**src/hw/rtl/joce_pkg.sv**
```systemverilog
// joce_pkg: shared types, codes and constants of the octic conjugate julia engine
// used by joce_ctrl, joce_dp and julia_octic_conjugate_escape; no dependencies
`timescale 1ns / 1ps

package joce_pkg;

	// frame geometry default
	localparam int FRAME_SIZE_DEF = 1024;

	// field widths
	localparam int PIX_W   = 10;
	localparam int Q_W     = 32;
	localparam int SCALE_W = 31;
	localparam int CNT_W   = 16;
	localparam int CFG_IDX_W = 3;
	localparam int LVL_W   = 2;

	// register indexes
	localparam logic [CFG_IDX_W-1:0] REG_CONST_REAL  = 3'd0;
	localparam logic [CFG_IDX_W-1:0] REG_CONST_IMAG  = 3'd1;
	localparam logic [CFG_IDX_W-1:0] REG_OFFSET_X    = 3'd2;
	localparam logic [CFG_IDX_W-1:0] REG_OFFSET_Y    = 3'd3;
	localparam logic [CFG_IDX_W-1:0] REG_PIXEL_SCALE = 3'd4;
	localparam logic [CFG_IDX_W-1:0] REG_ITER_LIMIT  = 3'd5;

	// register reset values
	localparam logic [SCALE_W-1:0] SCALE_RST = 31'd1048576;
	localparam logic [CNT_W-1:0]   LIMIT_RST = 16'd50;

	// last squaring level (z^8)
	localparam logic [LVL_W-1:0] LVL_LAST = 2'd2;

	// controller states
	typedef enum logic [3:0] {
		ST_IDLE,
		ST_SX,
		ST_SY,
		ST_SZ,
		ST_A,
		ST_B,
		ST_C,
		ST_D,
		ST_E,
		ST_FIN
	} state_t;

	// datapath operations
	typedef enum logic [3:0] {
		OP_NONE,
		OP_LOAD,
		OP_MULX,
		OP_MULY,
		OP_ZI,
		OP_A,
		OP_B,
		OP_C,
		OP_D,
		OP_E
	} op_t;

	typedef struct packed {
		op_t              op;
		logic [LVL_W-1:0] level;
		logic             load_res;
	} cmd_t;

	typedef struct packed {
		logic escape;
		logic sat_now;
		logic cnt_done;
	} status_t;

endpackage

```
**src/hw/rtl/joce_ctrl.sv**
```systemverilog
// joce_ctrl: sequencer of the escape-time loop, drives joce_dp by command struct
// depends on joce_pkg
`timescale 1ns / 1ps

module joce_ctrl (
	input  logic               clk,
	input  logic               arst_n,
	input  logic               in_valid,
	output logic               in_ready,
	output logic               out_valid,
	input  logic               out_ready,
	input  joce_pkg::status_t  sts,
	output joce_pkg::cmd_t     cmd
);

	joce_pkg::state_t              state_q, state_d;
	logic [joce_pkg::LVL_W-1:0]    level_q, level_d;
	logic                          out_valid_q, out_valid_d;

	// state, level and result flag registers
	always_ff @(posedge clk or negedge arst_n) begin
		if (!arst_n) begin
			state_q     <= joce_pkg::ST_IDLE;
			level_q     <= '0;
			out_valid_q <= 1'b0;
		end else begin
			state_q     <= state_d;
			level_q     <= level_d;
			out_valid_q <= out_valid_d;
		end
	end

	// next state and commands
	always_comb begin
		state_d      = state_q;
		level_d      = level_q;
		out_valid_d  = out_valid_q;
		cmd.op       = joce_pkg::OP_NONE;
		cmd.level    = level_q;
		cmd.load_res = 1'b0;
		if (out_valid_q && out_ready) out_valid_d = 1'b0;
		case (state_q)
			joce_pkg::ST_IDLE: begin
				if (in_valid) begin
					cmd.op  = joce_pkg::OP_LOAD;
					state_d = joce_pkg::ST_SX;
				end
			end
			joce_pkg::ST_SX: begin
				cmd.op  = joce_pkg::OP_MULX;
				state_d = joce_pkg::ST_SY;
			end
			joce_pkg::ST_SY: begin
				cmd.op  = joce_pkg::OP_MULY;
				state_d = joce_pkg::ST_SZ;
			end
			joce_pkg::ST_SZ: begin
				cmd.op  = joce_pkg::OP_ZI;
				level_d = '0;
				state_d = joce_pkg::ST_A;
			end
			joce_pkg::ST_A: begin
				if (level_q == '0 && sts.cnt_done) begin
					state_d = joce_pkg::ST_FIN;
				end else begin
					cmd.op  = joce_pkg::OP_A;
					state_d = joce_pkg::ST_B;
				end
			end
			joce_pkg::ST_B: begin
				cmd.op  = joce_pkg::OP_B;
				state_d = joce_pkg::ST_C;
			end
			joce_pkg::ST_C: begin
				cmd.op = joce_pkg::OP_C;
				if (level_q == '0 && sts.escape) state_d = joce_pkg::ST_FIN;
				else state_d = joce_pkg::ST_D;
			end
			joce_pkg::ST_D: begin
				cmd.op = joce_pkg::OP_D;
				if (level_q == joce_pkg::LVL_LAST) begin
					state_d = joce_pkg::ST_E;
				end else begin
					level_d = level_q + 1'b1;
					state_d = joce_pkg::ST_A;
				end
			end
			joce_pkg::ST_E: begin
				cmd.op  = joce_pkg::OP_E;
				level_d = '0;
				if (sts.sat_now) state_d = joce_pkg::ST_FIN;
				else state_d = joce_pkg::ST_A;
			end
			joce_pkg::ST_FIN: begin
				// hand the count over once the output slot is free
				if (!out_valid_q || out_ready) begin
					cmd.load_res = 1'b1;
					out_valid_d  = 1'b1;
					state_d      = joce_pkg::ST_IDLE;
				end
			end
			default: begin
				state_d = joce_pkg::ST_IDLE;
			end
		endcase
	end

	assign in_ready  = (state_q == joce_pkg::ST_IDLE);
	assign out_valid = out_valid_q;

	// checks
	a_level_range: assert property (@(posedge clk) disable iff (!arst_n)
		level_q != 2'd3) else $error("squaring level out of range");
	a_res_slot: assert property (@(posedge clk) disable iff (!arst_n)
		cmd.load_res |-> (!out_valid_q || out_ready))
		else $error("result overwritten before taken");
	a_accept_start: assert property (@(posedge clk) disable iff (!arst_n)
		(in_valid && in_ready) |=> (state_q == joce_pkg::ST_SX))
		else $error("accepted item did not start");

endmodule

```
**src/hw/rtl/joce_dp.sv**
```systemverilog
// joce_dp: configuration registers, shared multiplier and iteration registers
// depends on joce_pkg; driven by joce_ctrl commands
`timescale 1ns / 1ps

module joce_dp #(
	parameter int FRAME_SIZE = joce_pkg::FRAME_SIZE_DEF
) (
	input  logic                              clk,
	input  logic                              arst_n,
	input  logic                              cfg_valid,
	input  logic [joce_pkg::CFG_IDX_W-1:0]    cfg_index,
	input  logic [31:0]                       cfg_data,
	input  logic [joce_pkg::PIX_W-1:0]        pixel_x,
	input  logic [joce_pkg::PIX_W-1:0]        pixel_y,
	input  joce_pkg::cmd_t                    cmd,
	output joce_pkg::status_t                 sts,
	output logic [joce_pkg::CNT_W-1:0]        iter_count
);

	localparam logic signed [33:0] CENTER = 34'((FRAME_SIZE / 2) * 256);
	localparam logic [64:0] ESC_SQ = 65'd1 << 58;

	// saturate a 34-bit value to q4.28, flag in the top bit
	function automatic logic [32:0] sat34(input logic signed [33:0] v);
		if (v[33:31] == 3'b000 || v[33:31] == 3'b111) return {1'b0, v[31:0]};
		else if (v[33]) return {1'b1, 32'h8000_0000};
		else return {1'b1, 32'h7fff_ffff};
	endfunction

	// product back to q4.28, floor shift then saturate
	function automatic logic [32:0] qmul(input logic signed [63:0] p);
		logic signed [63:0] t;
		t = p >>> 28;
		if ((&t[63:31]) || !(|t[63:31])) return {1'b0, t[31:0]};
		else if (t[63]) return {1'b1, 32'h8000_0000};
		else return {1'b1, 32'h7fff_ffff};
	endfunction

	// start point from magnitude times scale, truncated toward zero
	function automatic logic [31:0] spoint(input logic [62:0] p, input logic neg);
		logic [54:0] sh;
		sh = p[62:8];
		if (neg) begin
			if (sh > 55'h8000_0000) return 32'h8000_0000;
			else return 32'(-sh);
		end else begin
			if (sh > 55'h7fff_ffff) return 32'h7fff_ffff;
			else return sh[31:0];
		end
	endfunction

	logic signed [31:0]             cr_q, ci_q, ox_q, oy_q;
	logic [joce_pkg::SCALE_W-1:0]   scale_q;
	logic [joce_pkg::CNT_W-1:0]     lim_q;
	logic [31:0]                    magx_q, magy_q;
	logic                           negx_q, negy_q;
	logic signed [65:0]             prod_q;
	logic signed [31:0]             zr_q, zi_q, wr_q, wi_q, r4_q, i4_q, aa_q, bb_q;
	logic [63:0]                    a2_q;
	logic                           sat_q;
	logic [joce_pkg::CNT_W-1:0]     count_q, res_q;

	logic signed [33:0] px, py;
	logic signed [32:0] opa, opb;
	logic [32:0]        q_r, sub_r, dbl_r, sr_r, si_r, ng_r;
	logic               lvl0;

	// configuration registers
	always_ff @(posedge clk or negedge arst_n) begin
		if (!arst_n) begin
			cr_q    <= '0;
			ci_q    <= '0;
			ox_q    <= '0;
			oy_q    <= '0;
			scale_q <= joce_pkg::SCALE_RST;
			lim_q   <= joce_pkg::LIMIT_RST;
		end else if (cfg_valid) begin
			case (cfg_index)
				joce_pkg::REG_CONST_REAL:  cr_q    <= cfg_data;
				joce_pkg::REG_CONST_IMAG:  ci_q    <= cfg_data;
				joce_pkg::REG_OFFSET_X:    ox_q    <= cfg_data;
				joce_pkg::REG_OFFSET_Y:    oy_q    <= cfg_data;
				joce_pkg::REG_PIXEL_SCALE: scale_q <= cfg_data[joce_pkg::SCALE_W-1:0];
				joce_pkg::REG_ITER_LIMIT:  lim_q   <= cfg_data[joce_pkg::CNT_W-1:0];
				default: ;
			endcase
		end
	end

	// pixel position in q26.8 relative to the frame centre
	assign px = $signed({16'd0, pixel_x, 8'd0}) + 34'(ox_q) - CENTER;
	assign py = $signed({16'd0, pixel_y, 8'd0}) + 34'(oy_q) - CENTER;

	assign lvl0 = (cmd.level == '0);

	// shared multiplier operand select
	always_comb begin
		case (cmd.op)
			joce_pkg::OP_MULX: begin
				opa = {1'b0, magx_q};
				opb = {2'b0, scale_q};
			end
			joce_pkg::OP_MULY: begin
				opa = {1'b0, magy_q};
				opb = {2'b0, scale_q};
			end
			joce_pkg::OP_B: begin
				opa = lvl0 ? 33'(zi_q) : 33'(wi_q);
				opb = opa;
			end
			joce_pkg::OP_C: begin
				opa = lvl0 ? 33'(zr_q) : 33'(wr_q);
				opb = lvl0 ? 33'(zi_q) : 33'(wi_q);
			end
			default: begin
				opa = lvl0 ? 33'(zr_q) : 33'(wr_q);
				opb = opa;
			end
		endcase
	end

	// rescale and combine
	assign q_r   = qmul(prod_q[63:0]);
	assign sub_r = sat34(34'(aa_q) - 34'(bb_q));
	assign dbl_r = sat34({q_r[31], q_r[31:0], 1'b0});
	assign sr_r  = sat34(34'(wr_q) + 34'(r4_q) + 34'(cr_q));
	assign si_r  = sat34(34'(wi_q) + 34'(i4_q) + 34'(ci_q));
	assign ng_r  = sat34(-34'($signed(si_r[31:0])));

	// datapath registers
	always_ff @(posedge clk) begin
		prod_q <= opa * opb;
		case (cmd.op)
			joce_pkg::OP_LOAD: begin
				magx_q  <= px[33] ? 32'(-px) : px[31:0];
				magy_q  <= py[33] ? 32'(-py) : py[31:0];
				negx_q  <= px[33];
				negy_q  <= py[33];
				count_q <= '0;
			end
			joce_pkg::OP_MULY: zr_q <= spoint(prod_q[62:0], negx_q);
			joce_pkg::OP_ZI:   zi_q <= spoint(prod_q[62:0], negy_q);
			joce_pkg::OP_A: begin
				if (lvl0) sat_q <= 1'b0;
			end
			joce_pkg::OP_B: begin
				aa_q <= q_r[31:0];
				if (lvl0) a2_q <= prod_q[63:0];
				else if (q_r[32]) sat_q <= 1'b1;
				if (lvl0 && q_r[32]) sat_q <= 1'b1;
			end
			joce_pkg::OP_C: begin
				bb_q <= q_r[31:0];
				if (q_r[32]) sat_q <= 1'b1;
			end
			joce_pkg::OP_D: begin
				wr_q <= sub_r[31:0];
				wi_q <= dbl_r[31:0];
				if (cmd.level == 2'd1) begin
					r4_q <= sub_r[31:0];
					i4_q <= dbl_r[31:0];
				end
				if (q_r[32] || sub_r[32] || dbl_r[32]) sat_q <= 1'b1;
			end
			joce_pkg::OP_E: begin
				zr_q    <= sr_r[31:0];
				zi_q    <= ng_r[31:0];
				count_q <= count_q + 1'b1;
			end
			default: ;
		endcase
		if (cmd.load_res) res_q <= count_q;
	end

	// status to the controller
	assign sts.escape   = ({1'b0, a2_q} + {1'b0, prod_q[63:0]}) >= ESC_SQ;
	assign sts.sat_now  = sat_q | sr_r[32] | si_r[32] | ng_r[32];
	assign sts.cnt_done = (count_q >= lim_q);

	assign iter_count = res_q;

endmodule

```
**src/hw/rtl/julia_octic_conjugate_escape.sv**
```systemverilog
// From acceptance to result valid: the start point is formed, then each iteration
// runs three complex squarings of 3 multiplies and a combine on one shared 33x33
// multiplier, plus an update step; the limit, the escape test or a saturated
// iteration ends the pixel. One item in flight; an untaken result holds the next
// count. Reset: arst_n clears control state and loads register defaults (scale
// 1048576, iteration limit 50, others 0).
`timescale 1ns / 1ps

module julia_octic_conjugate_escape #(
	parameter int FRAME_SIZE = joce_pkg::FRAME_SIZE_DEF
) (
	input  logic                            clk,
	input  logic                            arst_n,
	input  logic                            in_valid,
	output logic                            in_ready,
	input  logic [joce_pkg::PIX_W-1:0]      pixel_x,
	input  logic [joce_pkg::PIX_W-1:0]      pixel_y,
	output logic                            out_valid,
	input  logic                            out_ready,
	output logic [joce_pkg::CNT_W-1:0]      iter_count,
	input  logic                            cfg_valid,
	output logic                            cfg_ready,
	input  logic [joce_pkg::CFG_IDX_W-1:0]  cfg_index,
	input  logic [31:0]                     cfg_data
);

	joce_pkg::cmd_t    cmd;
	joce_pkg::status_t sts;

	// register writes always taken
	assign cfg_ready = 1'b1;

	// sequencer
	joce_ctrl u_ctrl (
		.clk       (clk),
		.arst_n    (arst_n),
		.in_valid  (in_valid),
		.in_ready  (in_ready),
		.out_valid (out_valid),
		.out_ready (out_ready),
		.sts       (sts),
		.cmd       (cmd)
	);

	// arithmetic
	joce_dp #(
		.FRAME_SIZE (FRAME_SIZE)
	) u_dp (
		.clk        (clk),
		.arst_n     (arst_n),
		.cfg_valid  (cfg_valid),
		.cfg_index  (cfg_index),
		.cfg_data   (cfg_data),
		.pixel_x    (pixel_x),
		.pixel_y    (pixel_y),
		.cmd        (cmd),
		.sts        (sts),
		.iter_count (iter_count)
	);

endmodule

```
**config.mk**
```make
export PLATFORM = sky130hd
export DESIGN_NAME = julia_octic_conjugate_escape
export DESIGN_NICKNAME = d
export VERILOG_FILES = /design/src/hw/rtl/joce_pkg.sv /design/src/hw/rtl/joce_ctrl.sv /design/src/hw/rtl/joce_dp.sv /design/src/hw/rtl/julia_octic_conjugate_escape.sv
export SDC_FILE = /design/constraint.sdc
export NUM_CORES = 2
export LEC_CHECK = 0
export BUFFER_PORTS_ARGS = -buffer_cell sky130_fd_sc_hd__buf_2
export CAP_MARGIN = 20
export CORE_UTILIZATION = 40
export CTS_CLUSTER_SIZE = 30
export DETAILED_ROUTE_END_ITERATION = 12
export GPL_TIMING_DRIVEN = 0
export PLACE_DENSITY_LB_ADDON = 0.2
export SLEW_MARGIN = 20
export SYNTH_ARGS = -nofsm -noshare
export SYNTH_HDL_FRONTEND = slang
export SYNTH_SLANG_ARGS = --single-unit
```
**constraint.sdc**
```tcl
create_clock -name clk -period 11.3 [get_ports clk]
set_input_delay 0 -clock clk [delete_from_list [all_inputs] [get_ports clk]]
set_output_delay 0 -clock clk [all_outputs]
set_load 0.02 [all_outputs]
```
**Yosys cells after proc, flatten, opt, wreduce, memory -nomap -nowiden**

Cells that the tools add are included.

- Register bits: 665
- Latch bits: 0
- Memory bits (writable): 0
- Bits in read-only memories: 0
- Bits of input ports: 60
- Output and inout bits: 19
- Logic and storage cells: 178
- Memories kept: 0

- Add/sub/neg operators: 16
- Multipliers: 1
- Divide/modulo/power cells: 0
- Magnitude comparators: 4
- Equality and inequality tests: 36
- Shift operators: 0
- Mux-type cells: 48
- Bitwise logic cells: 3
- Reduce and logical (&&, ||, !) cells: 44

Operators by type and width:

| operator | count |
|---|---|
| 2-to-1 mux 32 bit | 12 |
| 2-to-1 mux 33 bit | 8 |
| one-hot mux 32 bit (2 select lines) | 2 |
| one-hot mux 33 bit (3 select lines) | 1 |
| negation 32 bit | 3 |
| adder 33 x 32 -> 34 bit | 2 |
| subtractor 33 x 19 -> 34 bit (second input constant) | 2 |
| adder 19 x 32 -> 33 bit | 2 |
| adder 32 x 32 -> 33 bit | 2 |
| one-hot mux 33 bit (2 select lines) | 1 |
| adder 64 x 64 -> 65 bit | 1 |
| greater-or-equal comparator 65 x 59 -> 1 bit (second input constant) | 1 |
| multiplier 33 x 33 -> 64 bit | 1 |
| > comparator 55 x 31 -> 1 bit (second input constant) | 1 |
| > comparator 55 x 32 -> 1 bit (second input constant) | 1 |
| one-hot mux 4 bit (10 select lines) | 1 |
| one-hot mux 4 bit (9 select lines) | 1 |
| negation 32 -> 34 bit | 1 |
| subtractor 32 x 32 -> 33 bit | 1 |
| == test 4 x 3 -> 1 bit (second input constant) | 8 |
| one-hot mux 16 bit (2 select lines) | 1 |
| 2-to-1 mux 4 bit | 6 |
| == test 3 bit (second input constant) | 7 |
| AND reduction 2 bit | 10 |
| other kinds (31) | 76 |

**Depth between registers and ports, before layout**

- Word-level depth: 12
- Mapped depth: 45
- Depth with buffers taken out: 42

**Modules after synthesis**

Synthesis repeated with hierarchy kept, for this count alone.

- Cell total of the unflattened synthesis: 8004
- Area total of the unflattened synthesis: 77600.7 um^2

By module, submodules not included:

| module | times used | cells each | area each (um^2) | seq. area each (um^2) |
|---|---|---|---|---|
| joce_dp | 1 | 7935 | 77018.9 | 18247.5 |
| joce_ctrl | 1 | 67 | 570.5 | 175.2 |
| julia_octic_conjugate_escape | 1 | 2 | 11.3 | 0.0 |

**Worst setup path after synthesis**

No wires, ideal clock.

- Path kind: reg-to-reg
- Start: reg u_dp.count_q[9] in the netlist's numbering
- End: reg u_dp.prod_q[62]
- Setup time: 132 ps
- Data arrival time: 10629 ps
- Data required time: 11168 ps
- Path slack: 539 ps
- Cell stages (with the launch flop): 42
- Path buffers: 3
- Clock period less this slack: 10761 ps
- Path through: edfxtp_1 ha_1 a21o_1 a21o_1 a21o_1 a21o_1 a21oi_1 o21ai_0 a21oi_1 o21a_1 o221a_2 clkbuf_1 clkbuf_1 a221oi_1 a21o_1 buf_1 nor2_1 fa_1 (+6 left out) fa_1 fa_1 inv_1 fa_1 inv_1 ha_1 a21o_1 a21o_1 a21o_1 a21oi_1 nor2b_1 o21ai_0 nand2b_1 a21oi_1 nor2b_1 a31oi_1 a21oi_1 or3b_2

- Longest elaborated chain between the ends: 8
- Elaborated cells between the ends (all ways): 13
- Those cells by class: mul (1); order compare (1); eq/ne (4); mux (4); reduce/logical (3)

RTL lines:

| item | line | RTL |
|---|---|---|
| start: declaration | joce_dp.sv:61 | `logic [joce_pkg::CNT_W-1:0] count_q, res_q;` |
| start signal: assignment | joce_dp.sv:168 | `count_q <= count_q + 1'b1;` |
| greater-or-equal comparator 16 bit (*) | joce_dp.sv:178 | `assign sts.cnt_done = (count_q >= lim_q);` |
| logical AND 1 bit (*) | joce_ctrl.sv:63 | `if (level_q == '0 && sts.cnt_done) begin` |
| 2-to-1 mux 3 bit (*) | joce_ctrl.sv:63 |  |
| one-hot mux 4 bit (9 select lines) (*) | joce_ctrl.sv:42 | `case (state_q)` |
| == test 4 x 3 -> 1 bit, or another cell as far along | joce_dp.sv:98 | `case (cmd.op)` |
| OR reduction 2 bit (no source line) | -- |  |
| one-hot mux 33 bit (2 select lines) | joce_dp.sv:98 |  |
| multiplier 33 x 33 -> 64 bit (*) | joce_dp.sv:132 | `prod_q <= opa * opb;` |
| end signal: assignment | joce_dp.sv:132 |  |
| end: declaration | joce_dp.sv:57 | `logic signed [65:0] prod_q;` |

Every way passes the cells marked *; elsewhere a longest branch is shown, timed or not.
A chain may end at the register's enable or synchronous reset.

**Worst setup path after layout**

- Start: reg u_ctrl.state_q[1]
- End: reg u_dp.prod_q[63]

- Longest elaborated chain between the ends: 6
- Elaborated cells between the ends (all ways): 19
- Those cells by class: mul (1); eq/ne (12); mux (3); reduce/logical (3)

RTL lines:

| item | line | RTL |
|---|---|---|
| start: declaration | joce_ctrl.sv:16 | `joce_pkg::state_t state_q, state_d;` |
| start signal: assignment | joce_ctrl.sv:23 | `state_q <= joce_pkg::ST_IDLE;` |
| start signal: assignment | joce_ctrl.sv:27 | `state_q <= state_d;` |
| == test 4 bit, or another cell as far along | joce_ctrl.sv:42 |  |
| one-hot mux 4 bit (9 select lines) (*) | joce_ctrl.sv:42 |  |
| == test 4 x 3 -> 1 bit, or another cell as far along | joce_dp.sv:98 |  |
| OR reduction 2 bit (no source line) | -- |  |
| one-hot mux 33 bit (2 select lines) | joce_dp.sv:98 |  |
| multiplier 33 x 33 -> 64 bit (*) | joce_dp.sv:132 |  |

Marked as above.

==> summary.md <==
| Metric | Value |
|---|---|
| CP bufs+invs | 7 |
| First-pass GRT wire length | between 400000 and 500000 µm |
| Avg Inst Size Synth | around 9.8 µm² |
| Post-Synth Adder-Cell Area | 0.383 |
| Tcrit/Tclk final | 0.986 |
| Clock H-tree levels | 3 |
| Core area | 193000 µm² |
| Ys async rst share | 0.274 |
| Highest Signal Layer | met5 |
| Critical path's slowest cell | clkbuf_1 |
| Share of cells above drive strength 1 | 0.129 |
| Wire length on met1 | roughly 140000 µm |
| Worst EP required | 11940 ps |
| Post-Layout Cell Count | around 11000 |
| PortBufs | 77 |
| R2R setup slack | roughly 160 ps |
| Unrepaired setup endpoints after global routing | yes |
| Pre-antenna DRT Iters | 10 |
| Final setup TNS | 0 ps |
| Most frequent cells in the layout | 1300 x inv_1, 1180 x fa_1, 819 x nand2_1, 768 x nor2_1, 455 x ha_1 |
| Vias in the first global route | between 60000 and 70000 |
| Largest net degree at the start of global routing | 66 |
| CTS tree | built |
| R2R cell count | 31 |
| Top cell type's share of synthesized area | 0.307 |
| WS Path Type | register to register |
| HP Start | pixel_x[1] |
| Antenna violations before repair | 46 |
| Crit path top cell by count | fa_1 |
| Simple-gate share of the synthesized area | 0.122 |
| DRT antenna net count | 0 |
| Worst path arrival time | about 12000 ps |
| Placed insts | approximately 11000 |
| Biggest regs | u_dp.a2_q: 64 flops, u_dp.prod_q: 64 flops |
| I/O pin count | 79 |
| GPL Wtd Cong | 1.03 |
| CP max FO | 10 |
| Total CTS buffers | slightly above 70 |
| Final Hold Fails | 0 |
| Hold depth | 4 |
| Syn nets | 9694 |
| Yosys reg bits | around 670 |
| Die height | about 440 µm |
| Starting DRT DRC Count | 7428 |
| Netlist Area Pre-Place | about 80000 µm² |
| HPWL after detailed placement | approximately 280000 µm |
| Max Freq | about 90 MHz |
| Largest stage delay, worst path | roughly 800 ps |
| Multi-input combinational cell area | 54700 µm² |
| Least-Margin Pin Slew | about 1400 ps |
| Unique cell type count in the Yosys netlist | 110 |
| Post-synthesis mux area share | 0.0402 |
| Total number of vias | approximately 64000 |
| Root Buffer | clkbuf_16 |
| Clk_lat worst skew | around 730 ps |
| Maximum Capacitance Violations | 0 |
| Fin Hold WS | between 60 and 70 ps |
| Worst setup SP type | register |
| Clock Skews | between 50 and 60 ps |
| Routed wire length | roughly 350000 µm |
| Fin nets | approximately 10000 |
| Crit Reg-Reg Endpoint | u_dp.prod_q[63] |
| Slew HR | 0.0914 |
| Seq. cell area | 18400 µm² |
| Post-Syn Instances | around 8000 |
| P&R area growth vs syn | 14.6% |
| DR WL/cell | approximately 32 µm |
| Setup crit end kind | register |
| Hold EP | u_dp.magx_q[9] |
| Worst-path clk slew | roughly 60 ps |
| Count of pins over their slew limit | 0 |
| Util after Layout | 0.462 |
| Die Footprint | between 150000 and 200000 µm² |
| DRC | 0 |
| Area leader, netlist | fa_1 |
| Status | finished clean |
| Ys flop type | edfxtp_1 |
| Main combinational cell family by area after synthesis | adder cells |
| DR vias/cell | 5.79 |
| Filler Cell Count | 18400 |
| WL met2 | 145000 µm |
| Setup Viol. Count Final | 0 |
| Crit path max-delay family | adder cells |
| Commonest non-fill, non-tap cell in the layout | inv_1 |
| Seq/Total Area, Yosys | 0.237 |
| Max Buffers Root-to-Sink | 3 |
| Worst reg2reg startpoint | u_ctrl.state_q[1] |
| Die width | 443 µm |
| Remaining global-route overflow | 0 |
| Number of flops mapped to enable cells by yosys | 419 |
| Synth Warn # | 0 |
| Synth area leaders | fa_1 31%, edfxtp_1 16%, ha_1 7.5% |
| Post-Synth XOR/XNOR Area | 0.0295 |
| Starting utilization of the core area | 0.403 |
| Row cnt | around 160 |
| Hold WC Path Type | primary input to register |
| Met3 WL | around 37000 µm |
| Compound-Gate Fraction of Synth Area | 0.109 |
| All-layer global routing usage | 0.355 |
| Min Tclk post-route | between 10000 and 15000 ps |
| Sink Count | 665 |
-- worst max path at each step --
stage / startpoint / cells after the start / endpoint / slack (ps)
detailed placement: u_dp.count_q[0] / 42 / u_dp.prod_q[63] / -3350
floorplan: u_dp.count_q[9] / 41 / u_dp.prod_q[62] / 540
global route: u_dp.count_q[9] / 40 / u_dp.prod_q[62] / -70
CTS: u_dp.count_q[10] / 40 / u_dp.prod_q[63] / 5
finish: u_ctrl.state_q[1] / 31 / u_dp.prod_q[63] / 160
global placement: u_dp.count_q[0] / 37 / u_dp.prod_q[63] / -4050
-- cells by family (layout without fill, tap and decap cells) --
kind of cell / count (synthesis) / in the layout
AND/OR/NAND/NOR: 2165 / 2165
adder cells (fa/ha/maj): 1668 / 1668
buffers and inverters: 1649 / 2114
AO/OA/AOI/OAI: 1281 / 1282
flip-flops: 665 / 665
multiplexers: 285 / 285
XOR/XNOR: 261 / 261
other: 1 / 29
-- area by class of cell --
type | count | share of cell area
Clock inverter | 45 | 0.00630
Tap cell | 2526 | 0.0354
Multi-Input combinational cell | 5662 | 0.614
Antenna cell | 28 | 0.000786
Sequential cell | 665 | 0.207
Timing Repair Buffer | 346 | 0.0358
Buffer | 324 | 0.0246
Clock buffer | 89 | 0.0215
Inverter | 1310 | 0.0553
-- Yosys cell counts, types with 28 or more instances --
| master | count |
|---|---|
| or2_2 | 28 |
| a31oi_1 | 31 |
| edfxtp_1 | 419 |
| inv_1 | 1308 |
| nand2b_1 | 52 |
| nor3_1 | 90 |
| a211oi_1 | 40 |
| clkbuf_1 | 294 |
| o21ai_0 | 205 |
| nor2_1 | 781 |
| a21oi_1 | 424 |
| a222oi_1 | 28 |
| dfxtp_1 | 64 |
| xnor2_1 | 178 |
| and2_1 | 45 |
| xor2_1 | 82 |
| ha_1 | 464 |
| nand4_1 | 38 |
| mux2_2 | 219 |
| fa_1 | 1195 |
| nand2_1 | 820 |
| o21a_1 | 47 |
| nand3_1 | 92 |
| or3_1 | 34 |
| a221oi_1 | 72 |
| and3_1 | 29 |
| o21bai_1 | 31 |
| o31ai_1 | 28 |
| a21o_1 | 164 |
| nor4_1 | 31 |
| buf_1 | 35 |
| dfrtp_1 | 178 |
| nor2b_1 | 49 |
| mux2i_1 | 66 |
-- metrics by stage --
step	instance area, µm²	worst slack, ps
floorplan	77800	539
global placement	81400	-4050
detailed placement	82700	-3350
CTS	88100	5.01
global route	89100	-67.3
finish	89200	161
-- metal layers --
layer / up-vias / global-route usage
met2: 3261 / 0.511
met1: 32700 / 0.485
met5: - / 0
li1: 27000 / -
met3: 737 / 0.0884
met4: 15 / 0.201
-- tightest hold or removal path, delay by kind of cell --
family / cells / cell delay [ps]
buf+inv: 1 / 160
xor+xnor: 1 / 150
fa+ha+maj: 2 / 330
-- what timing repair did --
item,in CTS,in global routing
resized for setup,496,132
setup buffers,95,71
hold buffers,44,0
endpoints found under the setup margin,47,25
pin swaps,40,57
cloned,2,2
endpoints found under the hold margin,310,0
Power is not shown: default switching activity piles up to over one toggle a cycle in this logic, so the estimate is an artifact.
